--- src/rtl/stt_pkg.sv ---
// shared types, codes and constants of the scene text tokenizer
package stt_pkg;

  // defaults for the top-level parameters
  localparam int POS_BITS_DEF      = 16;
  localparam int MAX_TOKEN_LEN_DEF = 255;

  // depth of the queue between scanner and result sequencer (power of two)
  localparam int QUEUE_DEPTH = 4;

  // token kinds
  localparam logic [3:0] KIND_IDENT     = 4'd0;
  localparam logic [3:0] KIND_NEW       = 4'd1;
  localparam logic [3:0] KIND_NUMBER    = 4'd2;
  localparam logic [3:0] KIND_COMMA     = 4'd3;
  localparam logic [3:0] KIND_DOT       = 4'd4;
  localparam logic [3:0] KIND_EQUAL     = 4'd5;
  localparam logic [3:0] KIND_LPAREN    = 4'd6;
  localparam logic [3:0] KIND_RPAREN    = 4'd7;
  localparam logic [3:0] KIND_SEMICOLON = 4'd8;
  localparam logic [3:0] KIND_ERROR     = 4'd9;

  // error codes
  localparam logic [2:0] ERR_NONE         = 3'd0;
  localparam logic [2:0] ERR_UNRECOGNISED = 3'd1;
  localparam logic [2:0] ERR_LEAD_ZERO    = 3'd2;
  localparam logic [2:0] ERR_END_AFTER_DOT = 3'd3;
  localparam logic [2:0] ERR_EXPECT_DIGIT = 3'd4;

  // characters
  localparam logic [7:0] CH_COMMA  = 8'h2C;
  localparam logic [7:0] CH_DOT    = 8'h2E;
  localparam logic [7:0] CH_EQUAL  = 8'h3D;
  localparam logic [7:0] CH_LPAREN = 8'h28;
  localparam logic [7:0] CH_RPAREN = 8'h29;
  localparam logic [7:0] CH_SEMI   = 8'h3B;
  localparam logic [7:0] CH_UNDER  = 8'h5F;
  localparam logic [7:0] CH_ZERO   = 8'h30;
  localparam logic [7:0] CH_NINE   = 8'h39;
  localparam logic [7:0] CH_UP_A   = 8'h41;
  localparam logic [7:0] CH_UP_Z   = 8'h5A;
  localparam logic [7:0] CH_LO_A   = 8'h61;
  localparam logic [7:0] CH_LO_Z   = 8'h7A;
  localparam logic [7:0] CH_N      = 8'h6E;
  localparam logic [7:0] CH_E      = 8'h65;
  localparam logic [7:0] CH_W      = 8'h77;

  // keyword match progress
  localparam logic [1:0] KW_NONE = 2'd0;
  localparam logic [1:0] KW_N    = 2'd1;
  localparam logic [1:0] KW_NE   = 2'd2;
  localparam logic [1:0] KW_NEW  = 2'd3;

  // scanner mode
  typedef enum logic [2:0] {
    MODE_IDLE  = 3'd0,
    MODE_IDENT = 3'd1,
    MODE_ZERO  = 3'd2,
    MODE_INT   = 3'd3,
    MODE_DOT   = 3'd4,
    MODE_FRAC  = 3'd5
  } mode_t;

  // one result without its last flag
  typedef struct packed {
    logic [3:0] kind;
    logic [2:0] err;
    logic [15:0] start;
    logic [7:0] len;
    logic [7:0] ch;
  } result_t;

  // all results of one input character
  typedef struct packed {
    logic    two;
    result_t r0;
    result_t r1;
  } bundle_t;

endpackage

--- src/rtl/stt_if.sv ---
// request channels of the scene text tokenizer
interface stt_in_if;
  logic       valid;
  logic       ready;
  logic [7:0] in_char;
  logic       end_of_input;

  modport source (output valid, output in_char, output end_of_input, input ready);
  modport sink (input valid, input in_char, input end_of_input, output ready);
endinterface

interface stt_out_if;
  logic        valid;
  logic        ready;
  logic [3:0]  token_kind;
  logic [2:0]  error_code;
  logic [15:0] token_start;
  logic [7:0]  token_length;
  logic [7:0]  offending_char;
  logic        last_result;

  modport source (output valid, output token_kind, output error_code, output token_start,
                  output token_length, output offending_char, output last_result,
                  input ready);
  modport sink (input valid, input token_kind, input error_code, input token_start,
                input token_length, input offending_char, input last_result,
                output ready);
endinterface

--- src/rtl/stt_front.sv ---
// scanner: takes characters, keeps the token state and builds result bundles
module stt_front #(
  parameter int POS_BITS      = stt_pkg::POS_BITS_DEF,
  parameter int MAX_TOKEN_LEN = stt_pkg::MAX_TOKEN_LEN_DEF
) (
  input  logic            clk,
  input  logic            rst_n,
  stt_in_if.sink          in_chan,
  input  logic            q_ready,
  output logic            push_valid,
  output stt_pkg::bundle_t push_bundle
);
  import stt_pkg::*;

  localparam int LEN_BITS = $clog2(MAX_TOKEN_LEN + 1);
  localparam logic [LEN_BITS-1:0] LEN_MAX = LEN_BITS'(MAX_TOKEN_LEN);

  mode_t               mode_r, mode_nxt;
  logic [POS_BITS-1:0] pos_r, pos_nxt;
  logic [POS_BITS-1:0] start_r, start_nxt;
  logic [LEN_BITS-1:0] len_r, len_nxt;
  logic [1:0]          kp_r, kp_nxt;

  logic [7:0]  c;
  logic        accept;
  logic        is_letter, is_digit, is_under;
  logic [LEN_BITS-1:0] len_grown;
  logic [31:0] start_ext, pos_ext, len_ext;
  logic [3:0]  pend_kind;
  logic        a_valid, b_valid, redo;
  result_t     a_res, b_res;

  function automatic result_t mk_res(input logic [3:0] kind, input logic [2:0] err,
                                     input logic [15:0] start, input logic [7:0] len,
                                     input logic [7:0] ch);
    result_t r;
    r.kind  = kind;
    r.err   = err;
    r.start = start;
    r.len   = len;
    r.ch    = ch;
    return r;
  endfunction

  // character classes and widened views of the state
  assign c         = in_chan.in_char;
  assign accept    = in_chan.valid && q_ready;
  assign is_letter = (c >= CH_UP_A && c <= CH_UP_Z) || (c >= CH_LO_A && c <= CH_LO_Z);
  assign is_digit  = (c >= CH_ZERO && c <= CH_NINE);
  assign is_under  = (c == CH_UNDER);
  assign len_grown = (len_r < LEN_MAX) ? len_r + LEN_BITS'(1) : len_r;
  assign start_ext = 32'(start_r);
  assign pos_ext   = 32'(pos_r);
  assign len_ext   = 32'(len_r);
  assign pend_kind = (mode_r == MODE_IDENT) ? ((kp_r == KW_NEW) ? KIND_NEW : KIND_IDENT)
                                            : KIND_NUMBER;

  // mode transitions, pending token flush and start of the next token
  always_comb begin
    mode_nxt  = mode_r;
    pos_nxt   = pos_r;
    start_nxt = start_r;
    len_nxt   = len_r;
    kp_nxt    = kp_r;
    a_valid   = 1'b0;
    b_valid   = 1'b0;
    redo      = 1'b0;
    a_res     = mk_res(pend_kind, ERR_NONE, start_ext[15:0], len_ext[7:0], 8'd0);
    b_res     = mk_res(KIND_ERROR, ERR_UNRECOGNISED, pos_ext[15:0], 8'd0, c);
    if (in_chan.end_of_input) begin
      case (mode_r)
        MODE_IDENT, MODE_ZERO, MODE_INT, MODE_FRAC: begin
          a_valid = 1'b1;
        end
        MODE_DOT: begin
          a_valid = 1'b1;
          a_res   = mk_res(KIND_ERROR, ERR_END_AFTER_DOT, start_ext[15:0], len_ext[7:0], 8'd0);
        end
        default: ;
      endcase
      mode_nxt = MODE_IDLE;
      pos_nxt  = '0;
      len_nxt  = '0;
      kp_nxt   = KW_NONE;
    end else begin
      case (mode_r)
        MODE_IDENT: begin
          if (is_letter || is_digit || is_under) begin
            len_nxt = len_grown;
            if (kp_r == KW_N && c == CH_E) begin
              kp_nxt = KW_NE;
            end else if (kp_r == KW_NE && c == CH_W) begin
              kp_nxt = KW_NEW;
            end else begin
              kp_nxt = KW_NONE;
            end
          end else begin
            a_valid = 1'b1;
            redo    = 1'b1;
          end
        end
        MODE_ZERO: begin
          if (is_digit) begin
            a_valid  = 1'b1;
            a_res    = mk_res(KIND_ERROR, ERR_LEAD_ZERO, start_ext[15:0], len_ext[7:0], c);
            mode_nxt = MODE_IDLE;
          end else if (c == CH_DOT) begin
            len_nxt  = len_grown;
            mode_nxt = MODE_DOT;
          end else begin
            a_valid = 1'b1;
            redo    = 1'b1;
          end
        end
        MODE_INT: begin
          if (is_digit) begin
            len_nxt = len_grown;
          end else if (c == CH_DOT) begin
            len_nxt  = len_grown;
            mode_nxt = MODE_DOT;
          end else begin
            a_valid = 1'b1;
            redo    = 1'b1;
          end
        end
        MODE_DOT: begin
          if (is_digit) begin
            len_nxt  = len_grown;
            mode_nxt = MODE_FRAC;
          end else begin
            a_valid  = 1'b1;
            a_res    = mk_res(KIND_ERROR, ERR_EXPECT_DIGIT, start_ext[15:0], len_ext[7:0], c);
            mode_nxt = MODE_IDLE;
          end
        end
        MODE_FRAC: begin
          if (is_digit) begin
            len_nxt = len_grown;
          end else begin
            a_valid = 1'b1;
            redo    = 1'b1;
          end
        end
        default: begin
          redo = 1'b1;
        end
      endcase

      // the character opens a new token
      if (redo) begin
        start_nxt = pos_r;
        len_nxt   = LEN_BITS'(1);
        kp_nxt    = KW_NONE;
        if (is_letter) begin
          mode_nxt = MODE_IDENT;
          kp_nxt   = (c == CH_N) ? KW_N : KW_NONE;
        end else if (is_digit) begin
          mode_nxt = (c == CH_ZERO) ? MODE_ZERO : MODE_INT;
        end else begin
          mode_nxt = MODE_IDLE;
          b_valid  = 1'b1;
          case (c)
            CH_COMMA:  b_res = mk_res(KIND_COMMA, ERR_NONE, pos_ext[15:0], 8'd1, c);
            CH_DOT:    b_res = mk_res(KIND_DOT, ERR_NONE, pos_ext[15:0], 8'd1, c);
            CH_EQUAL:  b_res = mk_res(KIND_EQUAL, ERR_NONE, pos_ext[15:0], 8'd1, c);
            CH_LPAREN: b_res = mk_res(KIND_LPAREN, ERR_NONE, pos_ext[15:0], 8'd1, c);
            CH_RPAREN: b_res = mk_res(KIND_RPAREN, ERR_NONE, pos_ext[15:0], 8'd1, c);
            CH_SEMI:   b_res = mk_res(KIND_SEMICOLON, ERR_NONE, pos_ext[15:0], 8'd1, c);
            default: begin
              len_nxt = '0;
            end
          endcase
        end
      end
      pos_nxt = pos_r + POS_BITS'(1);
    end
  end

  // bundle towards the queue
  assign in_chan.ready   = q_ready;
  assign push_valid      = accept && (a_valid || b_valid);
  assign push_bundle.two = a_valid && b_valid;
  assign push_bundle.r0  = a_valid ? a_res : b_res;
  assign push_bundle.r1  = b_res;

  // scanner state
  always_ff @(posedge clk) begin
    if (!rst_n) begin
      mode_r  <= MODE_IDLE;
      pos_r   <= '0;
      start_r <= '0;
      len_r   <= '0;
      kp_r    <= KW_NONE;
    end else if (accept) begin
      mode_r  <= mode_nxt;
      pos_r   <= pos_nxt;
      start_r <= start_nxt;
      len_r   <= len_nxt;
      kp_r    <= kp_nxt;
    end
  end

endmodule

--- src/rtl/stt_queue.sv ---
// short queue of result bundles between scanner and result sequencer
module stt_queue (
  input  logic             clk,
  input  logic             rst_n,
  input  logic             push_valid,
  input  stt_pkg::bundle_t push_bundle,
  output logic             push_ready,
  input  logic             pop,
  output logic             pop_valid,
  output stt_pkg::bundle_t pop_bundle
);
  import stt_pkg::*;

  localparam int PTR_BITS = $clog2(QUEUE_DEPTH);
  localparam int CNT_BITS = $clog2(QUEUE_DEPTH + 1);

  bundle_t             store_r [QUEUE_DEPTH];
  logic [PTR_BITS-1:0] wr_ptr_r, wr_ptr_nxt;
  logic [PTR_BITS-1:0] rd_ptr_r, rd_ptr_nxt;
  logic [CNT_BITS-1:0] count_r, count_nxt;
  logic                do_push, do_pop;

  assign push_ready = (count_r != CNT_BITS'(QUEUE_DEPTH));
  assign pop_valid  = (count_r != '0);
  assign pop_bundle = store_r[rd_ptr_r];
  assign do_push    = push_valid && push_ready;
  assign do_pop     = pop && pop_valid;

  // pointer and fill level update
  always_comb begin
    wr_ptr_nxt = do_push ? wr_ptr_r + PTR_BITS'(1) : wr_ptr_r;
    rd_ptr_nxt = do_pop ? rd_ptr_r + PTR_BITS'(1) : rd_ptr_r;
    count_nxt  = count_r;
    if (do_push && !do_pop) begin
      count_nxt = count_r + CNT_BITS'(1);
    end else if (do_pop && !do_push) begin
      count_nxt = count_r - CNT_BITS'(1);
    end
  end

  always_ff @(posedge clk) begin
    if (!rst_n) begin
      wr_ptr_r <= '0;
      rd_ptr_r <= '0;
      count_r  <= '0;
    end else begin
      wr_ptr_r <= wr_ptr_nxt;
      rd_ptr_r <= rd_ptr_nxt;
      count_r  <= count_nxt;
    end
  end

  // entry storage
  always_ff @(posedge clk) begin
    if (do_push) begin
      store_r[wr_ptr_r] <= push_bundle;
    end
  end

endmodule

--- src/rtl/stt_back.sv ---
// result sequencer: sends the one or two results of each bundle in order
module stt_back (
  input  logic             clk,
  input  logic             rst_n,
  input  logic             q_valid,
  input  stt_pkg::bundle_t q_bundle,
  output logic             pop,
  stt_out_if.source        out_chan
);
  import stt_pkg::*;

  logic    out_valid_r, out_valid_nxt;
  result_t out_res_r, out_res_nxt;
  logic    out_last_r, out_last_nxt;
  logic    phase_r, phase_nxt;
  logic    load;

  assign load = !out_valid_r || out_chan.ready;

  // pick the next result of the head bundle
  always_comb begin
    pop           = 1'b0;
    phase_nxt     = phase_r;
    out_valid_nxt = out_valid_r;
    out_res_nxt   = out_res_r;
    out_last_nxt  = out_last_r;
    if (load) begin
      out_valid_nxt = q_valid;
      if (q_valid) begin
        out_res_nxt = phase_r ? q_bundle.r1 : q_bundle.r0;
        if (!phase_r && q_bundle.two) begin
          out_last_nxt = 1'b0;
          phase_nxt    = 1'b1;
        end else begin
          out_last_nxt = 1'b1;
          phase_nxt    = 1'b0;
          pop          = 1'b1;
        end
      end
    end
  end

  always_ff @(posedge clk) begin
    if (!rst_n) begin
      out_valid_r <= 1'b0;
      phase_r     <= 1'b0;
    end else begin
      out_valid_r <= out_valid_nxt;
      phase_r     <= phase_nxt;
    end
  end

  // output payload register
  always_ff @(posedge clk) begin
    out_res_r  <= out_res_nxt;
    out_last_r <= out_last_nxt;
  end

  assign out_chan.valid          = out_valid_r;
  assign out_chan.token_kind     = out_res_r.kind;
  assign out_chan.error_code     = out_res_r.err;
  assign out_chan.token_start    = out_res_r.start;
  assign out_chan.token_length   = out_res_r.len;
  assign out_chan.offending_char = out_res_r.ch;
  assign out_chan.last_result    = out_last_r;

endmodule

--- src/rtl/scene_text_tokenizer_unit.sv ---
// Streaming tokenizer: one character request per cycle in, one token result per cycle out while
// the receiver is ready. A character request is taken every cycle while the four-bundle result
// queue has room; the scanner classifies it in the cycle it arrives and pushes its zero, one or
// two results as one bundle. The result sequencer presents one result per cycle from a registered
// output stage; a character's first result passes a queue entry and then the output register, and
// a character that both ends a token and forms a punctuator or an error yields two results, so
// throughput is one character per cycle while the receiver is ready, limited by the single result
// port when two-result characters are frequent. Positions wrap at POS_BITS bits, lengths saturate
// at MAX_TOKEN_LEN; an end-of-text request flushes the pending token and restarts positions at 0.
module scene_text_tokenizer_unit #(
  parameter int POS_BITS      = stt_pkg::POS_BITS_DEF,
  parameter int MAX_TOKEN_LEN = stt_pkg::MAX_TOKEN_LEN_DEF
) (
  input  logic      clk,
  input  logic      rst_n,
  stt_in_if.sink    in_chan,
  stt_out_if.source out_chan
);
  import stt_pkg::*;

  logic    q_ready;
  logic    push_valid;
  bundle_t push_bundle;
  logic    pop;
  logic    pop_valid;
  bundle_t pop_bundle;

  // scanner
  stt_front #(
    .POS_BITS      (POS_BITS),
    .MAX_TOKEN_LEN (MAX_TOKEN_LEN)
  ) u_front (
    .clk         (clk),
    .rst_n       (rst_n),
    .in_chan     (in_chan),
    .q_ready     (q_ready),
    .push_valid  (push_valid),
    .push_bundle (push_bundle)
  );

  // decoupling queue
  stt_queue u_queue (
    .clk         (clk),
    .rst_n       (rst_n),
    .push_valid  (push_valid),
    .push_bundle (push_bundle),
    .push_ready  (q_ready),
    .pop         (pop),
    .pop_valid   (pop_valid),
    .pop_bundle  (pop_bundle)
  );

  // result sequencer
  stt_back u_back (
    .clk      (clk),
    .rst_n    (rst_n),
    .q_valid  (pop_valid),
    .q_bundle (pop_bundle),
    .pop      (pop),
    .out_chan (out_chan)
  );

endmodule

--- src/flat_wrapper.sv ---
// flat-port wrapper written by rule: the top's interface ports become plain ports
module scene_text_tokenizer_unit_flat import stt_pkg::*;
#(
  parameter int POS_BITS      = stt_pkg::POS_BITS_DEF,
  parameter int MAX_TOKEN_LEN = stt_pkg::MAX_TOKEN_LEN_DEF
)
  (clk, rst_n, in_chan_valid, in_chan_in_char, in_chan_end_of_input, in_chan_ready, out_chan_valid, out_chan_token_kind, out_chan_error_code, out_chan_token_start, out_chan_token_length, out_chan_offending_char, out_chan_last_result, out_chan_ready);
  stt_in_if in_chan_i ();
  stt_out_if out_chan_i ();
  input  logic clk;
  input  logic rst_n;
  input wire logic [$bits(in_chan_i.valid)-1:0] in_chan_valid;
  input wire logic [$bits(in_chan_i.in_char)-1:0] in_chan_in_char;
  input wire logic [$bits(in_chan_i.end_of_input)-1:0] in_chan_end_of_input;
  output wire logic [$bits(in_chan_i.ready)-1:0] in_chan_ready;
  output wire logic [$bits(out_chan_i.valid)-1:0] out_chan_valid;
  output wire logic [$bits(out_chan_i.token_kind)-1:0] out_chan_token_kind;
  output wire logic [$bits(out_chan_i.error_code)-1:0] out_chan_error_code;
  output wire logic [$bits(out_chan_i.token_start)-1:0] out_chan_token_start;
  output wire logic [$bits(out_chan_i.token_length)-1:0] out_chan_token_length;
  output wire logic [$bits(out_chan_i.offending_char)-1:0] out_chan_offending_char;
  output wire logic [$bits(out_chan_i.last_result)-1:0] out_chan_last_result;
  input wire logic [$bits(out_chan_i.ready)-1:0] out_chan_ready;
  assign in_chan_i.valid = in_chan_valid;
  assign in_chan_i.in_char = in_chan_in_char;
  assign in_chan_i.end_of_input = in_chan_end_of_input;
  assign in_chan_ready = in_chan_i.ready;
  assign out_chan_valid = out_chan_i.valid;
  assign out_chan_token_kind = out_chan_i.token_kind;
  assign out_chan_error_code = out_chan_i.error_code;
  assign out_chan_token_start = out_chan_i.token_start;
  assign out_chan_token_length = out_chan_i.token_length;
  assign out_chan_offending_char = out_chan_i.offending_char;
  assign out_chan_last_result = out_chan_i.last_result;
  assign out_chan_i.ready = out_chan_ready;
  scene_text_tokenizer_unit #(.POS_BITS(POS_BITS), .MAX_TOKEN_LEN(MAX_TOKEN_LEN)) u_core (.clk(clk), .rst_n(rst_n), .in_chan(in_chan_i), .out_chan(out_chan_i));
endmodule
--- config.mk ---
export PLATFORM = sky130hd
export DESIGN_NAME = scene_text_tokenizer_unit_flat
export DESIGN_NICKNAME = d
export VERILOG_FILES = /design/src/rtl/stt_pkg.sv /design/src/rtl/stt_if.sv /design/src/rtl/stt_front.sv /design/src/rtl/stt_queue.sv /design/src/rtl/stt_back.sv /design/src/rtl/scene_text_tokenizer_unit.sv /design/src/flat_wrapper.sv
export SDC_FILE = /design/constraint.sdc
export NUM_CORES = 1
export LEC_CHECK = 0
export BUFFER_PORTS_ARGS = -buffer_cell sky130_fd_sc_hd__buf_2
export CAP_MARGIN = 10
export CORE_MARGIN = 4
export CORE_UTILIZATION = 56
export CTS_CLUSTER_DIAMETER = 200
export DETAILED_ROUTE_END_ITERATION = 7
export HOLD_SLACK_MARGIN = 0.05
export PLACE_DENSITY_LB_ADDON = 0.25
export SETUP_SLACK_MARGIN = 0.1
export SYNTH_ARGS = -nofsm -noshare
export SYNTH_HDL_FRONTEND = slang
export SYNTH_HIERARCHICAL = 1
export SYNTH_SLANG_ARGS = --single-unit
--- constraint.sdc ---
create_clock -name clk -period 5.5 [get_ports clk]
set_input_delay 0.825 -clock clk [delete_from_list [all_inputs] [get_ports clk]]
set_output_delay 0.825 -clock clk [all_outputs]
set_load 0.01 [all_outputs]
Word-level counts from Yosys, hierarchy flattened --
Memories as Yosys holds them, arrays and structs flattened. A register that Yosys moved wholly into a read port is not among the register bits. Cells that the tools add are included.
Cells by class: eq/ne operators 24, $lt $le $gt $ge 7, muxes and demuxes 68, reduce and logical (&&, ||, !) cells 37, $mul 0, $add $sub $neg 6, bitwise logic cells 1, shift operators 0, divide/modulo/power cells 0
Operators by type and width (count):
- $mux W39 | 10
- $pmux W39 S6 | 1
- $pmux W39 S2 | 1
- $mux W8 | 8
- $eq A8 B6 Y1 const B | 7
- $eq A8 B7 Y1 const B | 4
- $pmux W8 S4 | 1
- $mux W1 | 24
- $mux W3 | 8
- $mux W2 | 11
- $add A16 B1 Y16 const B | 1
- $ge A8 B7 Y1 const B | 2
- $le A8 B7 Y1 const B | 2
- $mux W16 | 1
- $logic_and A1 B1 Y1 | 13
- $pmux W3 S3 | 1
- $reduce_and A3 Y1 | 3
- $reduce_bool A3 Y1 | 3
- $add A8 B1 Y8 const B | 1
- $ge A8 B6 Y1 const B | 1
- $le A8 B6 Y1 const B | 1
- $lt A8 B8 Y1 const B | 1
- $ne A4 B4 Y1 const B | 2
- $pmux W1 S4 | 2
- 22 further kinds | 34
Word-level totals: input port bits 13, RAM bits 316, latch bits 0, memories 1, logic and storage cells 160, memory bits (read-only) 0, bits in registers 94, output and inout bits 42
Memory list:
- u_core.u_queue.store_r | words 4, bits a word 79, read ports 1, clocked after memory_dff 1, write ports 1, RTL line stt_queue.sv:17 | bundle_t store_r [QUEUE_DEPTH];

Depth between registers and ports, before layout --
word-level depth 17, depth in mapped cells 15, mapped depth without buffers 13

Modules after synthesis --
Netlist, hierarchy kept.
By module, submodules not included:
- stt_queue | cells each 461, area an instance 11856.4 sq um, sequential area each 9669.3 sq um, times used 1
- stt_front | cells each 438, area an instance 3358.2 sq um, sequential area each 900.9 sq um, times used 1
- stt_back | cells each 96, area an instance 1784.2 sq um, sequential area each 1241.2 sq um, times used 1

Worst setup path after synthesis --
Ideal clock, no wire load.
path type input port to flip-flop, start input port in_chan_in_char[1], end memory u_core/u_queue/store_r[2][0] (netlist name), enable pin, path buffers 2, stages on the path 10, path slack 346 ps, setup time 446 ps, arrival 4708 ps, cell sequence buf_2 > or4_4 > a21oi_2 > a21oi_2 > o211ai_2 > nand2_2 > buf_2 > a21oi_1 > a21boi_2 > and2_1
Between the ends: cells in the longest elaborated chain, start to end 15, elaborated cells between the ends (all ways) 31, classes of those cells order compare (6); eq/ne (2); mux (14); reduce/logical (9)
Ends and longest elaborated chain:
- from (decl) | RTL line flat_wrapper.sv:13 | input wire logic [$bits(in_chan_i.in_char)-1:0] in_chan_in_char;
- $ge A8 B7 Y1 / $le A8 B7 Y1 (equally long branches) | RTL line stt_front.sv:48 | assign is_letter = (c >= CH_UP_A && c <= CH_UP_Z) || (c >= CH_LO_A && c <= CH_LO_Z);
- $logic_and A1 B1 Y1 | RTL line stt_front.sv:48
- $logic_or A1 B1 Y1 | RTL line stt_front.sv:48
- $logic_or A1 B1 Y1 (2 in a row) | RTL line stt_front.sv:88 | if (is_letter || is_digit || is_under) begin
- $mux W1 | RTL line stt_front.sv:88
- $pmux W1 S4 | RTL line stt_front.sv:86 | case (mode_r)
- $mux W1 | RTL line stt_front.sv:70 | if (in_chan.end_of_input) begin
- $mux W1 | RTL line stt_front.sv:150 | if (redo) begin
- $mux W1 | RTL line stt_front.sv:70
- $logic_or A1 B1 Y1 (*) | RTL line stt_front.sv:181 | assign push_valid = accept && (a_valid || b_valid);
- $logic_and A1 B1 Y1 (*) | RTL line stt_front.sv:181
- via u_core.push_valid | RTL line scene_text_tokenizer_unit.sv:22 | logic push_valid;
- $logic_and A1 B1 Y1 (*) | RTL line stt_queue.sv:26 | assign do_push = push_valid && push_ready;
- via u_core.u_queue.do_push | RTL line stt_queue.sv:21 | logic do_push, do_pop;
- $mux W1 (*) | RTL line stt_queue.sv:55 | if (do_push) begin
- $mux W1 (implied by the code) (*) | RTL line stt_queue.sv:56 | store_r[wr_ptr_r] <= push_bundle;
- to (decl) | RTL line stt_queue.sv:17
The timed path passes the listed nets; every way through them passes the cells marked *. The select of a mux whose other input is x is not followed.

Final worst setup path --
start register u_core.u_front.mode_r[0], end register u_core.u_queue.count_r[2]
Between the ends: cells in the longest elaborated chain, start to end 12, elaborated cells between the ends (all ways) 23, classes of those cells eq/ne (5); mux (8); reduce/logical (10)
Ends and longest elaborated chain:
- from (decl) | RTL line stt_front.sv:18 | mode_t mode_r, mode_nxt;
- from (signal assigned) | RTL line stt_front.sv:195 | mode_r <= mode_nxt;
- $eq A3 B2 Y1 | RTL line stt_front.sv:71, stt_front.sv:86
- $reduce_or A2 Y1 (no line)
- $pmux W1 S4 | RTL line stt_front.sv:86
- $mux W1 | RTL line stt_front.sv:70
- $mux W1 | RTL line stt_front.sv:150
- $mux W1 | RTL line stt_front.sv:70
- $logic_or A1 B1 Y1 (*) | RTL line stt_front.sv:181
- $logic_and A1 B1 Y1 (*) | RTL line stt_front.sv:181
- via u_core.push_valid | RTL line scene_text_tokenizer_unit.sv:22
- $logic_and A1 B1 Y1 (*) | RTL line stt_queue.sv:26
- via u_core.u_queue.do_push | RTL line stt_queue.sv:21
- $logic_not A1 Y1 | RTL line stt_queue.sv:36 | end else if (do_pop && !do_push) begin
- $logic_and A1 B1 Y1 | RTL line stt_queue.sv:36
- $reduce_bool A2 Y1 (no line)
- to (signal assigned) | RTL line stt_queue.sv:49 | count_r <= count_nxt;
- to (decl) | RTL line stt_queue.sv:20 | logic [CNT_BITS-1:0] count_r, count_nxt;
Marks and branches as above. A chain may end at the register's enable or synchronous reset.

==> impl_results.md <==
- Clock slew at reported path FFs: 0.06 ns
- HPWL Detailed: around 19000 um
- Worst Setup SP: u_core/u_front/mode_r[0]
- Register area share after synthesis: between 60% and 70%
- Maximum clock rate: about 0.24 GHz
- Height of the die: around 180 um
- Via count: a little under 9000
- Max cap viols: 0
- Post-DP Area: about 18000 um^2
- Max-slew headroom: a little over a quarter
- DP Worst Slack: 1.12 ns
- Cells after Synth: between 900 and 1000
- Wl on met1: about 15000 um
- Vias per inst: roughly 6.1
- Total CTS buffers: 42
- Final hold slack: 0.460 ns
- Die X: between 150 and 200 um
- WHS Path Cells: 2
- Vias in the first global route: about 9100
- Worst R2R Path Depth: 12
- H-tree depth: 2
- Site Rows: 63
- Routed wl met3: 1580 um
- Initial Utilization: a little under three fifths
- Fin worst setup slack: roughly 1.3 ns
- Initial antenna violation count: 0
- Max Buffers Root-to-Sink: 3
- CP Max Fanout: 15
- # diodes: 0
- Critical path data required time: 5.97 ns
- P&R area growth vs syn: 11.5%
- Post-synth EDFFs: roughly 360
- Largest net degree at the start of global routing: 55
- CTS tree: built
- Non-filler cells, final: roughly 1500
- First-pass GRT wire length: about 52000 um
- Least-Margin Pin Slew: approximately 1.1 ns
- Yosys cell types: between 80 and 90
- Placer Congestion: approximately 0.87
- PortBufs: 54
- CORE AREA: just under 30000 um^2
- Most used DFF post-synth: edfxtp_1
- Global route overflow: 0
- Status: complete, no violations
- Mapped Area: ~17000 um^2
- Total track usage: around 20%
- Worst hold path type: flip-flop to flip-flop
- Post-route cell area: around 19000 um^2
- Leak pwr: 6.21 nW
- Commonest non-fill, non-tap cells in the layout: 356 x edfxtp_1, 79 x mux4_2, 71 x nand2_1
- Final critical-path required period: roughly 4.2 ns
- Setup Fix Bufs, Post-CTS: 0
- Most common cell after layout, fill and taps aside: edfxtp_1
- Hold Fails Final Rpt: 0
- Final setup violation count: 0
- Placed cell count: 1397
- IO Pins: 55
- Synthesis-stage register bit count: between 400 and 500
- R2R Setup Slk: 1.29 ns
- Startpoint types: flip-flop
- Critical path class: flip-flop to flip-flop
- Syn avg cell area: roughly 17 um^2
- Hold path start: u_core/u_front/start_r[1]
- Period utilization: roughly three quarters
- Ys async rst share: 0%
- VDD IR-drop max: about 0.3 mV
- Power per Cell Area: between 400 and 500 nW/um^2
- CTS Root Cell: clkbuf_16
- Remaining design rule violation count: 0
- Worst Path Arrival: between 4 and 5 ns
- Final slew viol count: 0
- Hold EP: u_core/u_front/start_r[1]
- 1st-pass router iterations: 5
- Initial DRC count: 802
- Clk_lat worst skew: around 0.55 ns
- Final nets: 1072
- DR top layer: met4
- Die ar.: roughly 33000 um^2
- RR Endpoint: u_core/u_queue/count_r[2]
- Post_cts resized: 0
- DRT antenna net count: 0
- Share of cells above drive strength 1: approximately 28%
- Clock sink total: between 400 and 500
- CP Capture Type: flip-flop
- Layout Skew: 0.0219 ns
- Reg-to-Reg Start: u_core/u_front/mode_r[0]
- RSZ-0062 raised after global routing: false
- Avg WL per Cell: 22.2 um
- Yosys warns: 6
- Hold_buf cts: 0
- Fin Setup TNS: 0 ns
- Wirelength, routed: roughly 33000 um
- Metal2 WL: between 15000 and 20000 um
==> cell usage after synthesis (3+ instances only) <==
master | instances | share of area [%]
xnor2_1 | 4 | 0.21
nand4_1 | 8 | 0.29
or4_1 | 3 | 0.13
nor3b_1 | 3 | 0.13
o21ai_0 | 23 | 0.68
o31ai_1 | 4 | 0.18
edfxtp_1 | 356 | 63
buf_4 | 20 | 0.88
o21ai_1 | 3 | 0.088
nor3_1 | 14 | 0.41
nand2b_1 | 5 | 0.18
a31oi_1 | 10 | 0.37
a21oi_1 | 19 | 0.56
dfxtp_1 | 56 | 6.6
ha_1 | 7 | 0.52
or3_1 | 5 | 0.18
and3_1 | 11 | 0.40
mux2i_1 | 22 | 1.3
nand3_1 | 10 | 0.29
and2_1 | 17 | 0.63
o21a_1 | 3 | 0.13
clkbuf_1 | 23 | 0.51
nor2_1 | 44 | 0.97
inv_1 | 13 | 0.29
xor2_1 | 4 | 0.21
mux2_2 | 57 | 3.8
a21o_1 | 4 | 0.18
mux4_2 | 79 | 10
buf_2 | 15 | 0.44
a22oi_1 | 7 | 0.31
nor2b_1 | 6 | 0.22
buf_6 | 6 | 0.40
nand2_1 | 71 | 1.6
a2bb2oi_1 | 3 | 0.15
==> sequential cells by signal, summed over array words and instances, names as in the netlist, 2 cells and up, named ones only <==
register / count
u_core/u_back/out_chan.token_kind: 4
u_core/u_queue/wr_ptr_r: 2
u_core/u_queue/store_r: 316
u_core/u_front/pos_r: 16
u_core/u_front/kp_r: 2
u_core/u_front/start_r: 16
u_core/u_back/out_chan.token_length: 8
u_core/u_front/len_r: 8
u_core/u_back/out_chan.error_code: 3
u_core/u_back/out_chan.token_start: 16
u_core/u_queue/count_r: 3
u_core/u_back/out_chan.offending_char: 8
u_core/u_queue/rd_ptr_r: 2
u_core/u_front/mode_r: 3
==> critical path, cell delays in order (launching register included) <==
cell and delay [ns]:
dfxtp_1 0.66, nor3b_1 0.56, o31ai_1 0.38, o211ai_2 0.41
nand2_2 0.09, a21oi_1 0.21, a21boi_2 0.39, ha_1 0.25
inv_1 0.08, fa_1 0.43, xor2_1 0.17, or3_1 0.32
a21boi_0 0.17
==> worst max-delay path by stage <==
stage / end / cells past startpoint / slack [ns]
after CTS: u_core/u_queue/count_r[2] / 12 / 1.40
after detailed placement: u_core/u_queue/count_r[2] / 13 / 1.12
after floorplan: u_core/u_queue/store_r[2][0] / 10 / 0.35
final: u_core/u_queue/count_r[2] / 12 / 1.29
after global placement: u_core/u_queue/count_r[2] / 13 / 1.17
after global routing: u_core/u_queue/count_r[2] / 12 / 0.94
==> metrics by stage <==
step / utilization (%) / total power, W
6_report: 63.6 / 0.00803
3_3_place_gp: 58.8 / 0.00523
3_5_place_dp: 58.8 / 0.00525
5_1_grt: 63.6 / 0.00836
4_1_cts: 63.6 / 0.00812
2_1_floorplan: - / 0.00487
==> cell type report <==
type	count	area, um^2
clock buffers	54	1190
clock inverters	24	240
fillers	2113	10800
inverters	16	60.1
multi-input cells	508	4750
flip-flops and latches	412	11800
well taps	390	488
repair buffers	71	410
==> logic make-up after synthesis <==
group	after synthesis	share of synthesized area [%]
AOI/OAI and AO/OA	108	4.50
muxes	159	15.6
buffers and inverters	83	2.81
other	1	0.0221
adders and majority gates	9	0.692
xor gates and xnor gates	8	0.412
and+or+nand+nor	215	6.48
DFF	412	69.5
==> power breakdown <==
group	leakage [nW]	internal, W	total [W]	switching, W
logic	1.77	0.000589	0.00129	0.000699
clock network	0.710	0.00169	0.00287	0.00118
registers	3.73	0.00374	0.00387	0.000130
==> per-layer routing <==
metal	vias up	global-route usage, %
met5	-	0
li1	4015	-
met4	0	4.98
met2	271	32.2
met3	59	2.81
met1	4596	29.3
No activity file was read; power rests on OpenSTA's default activity.
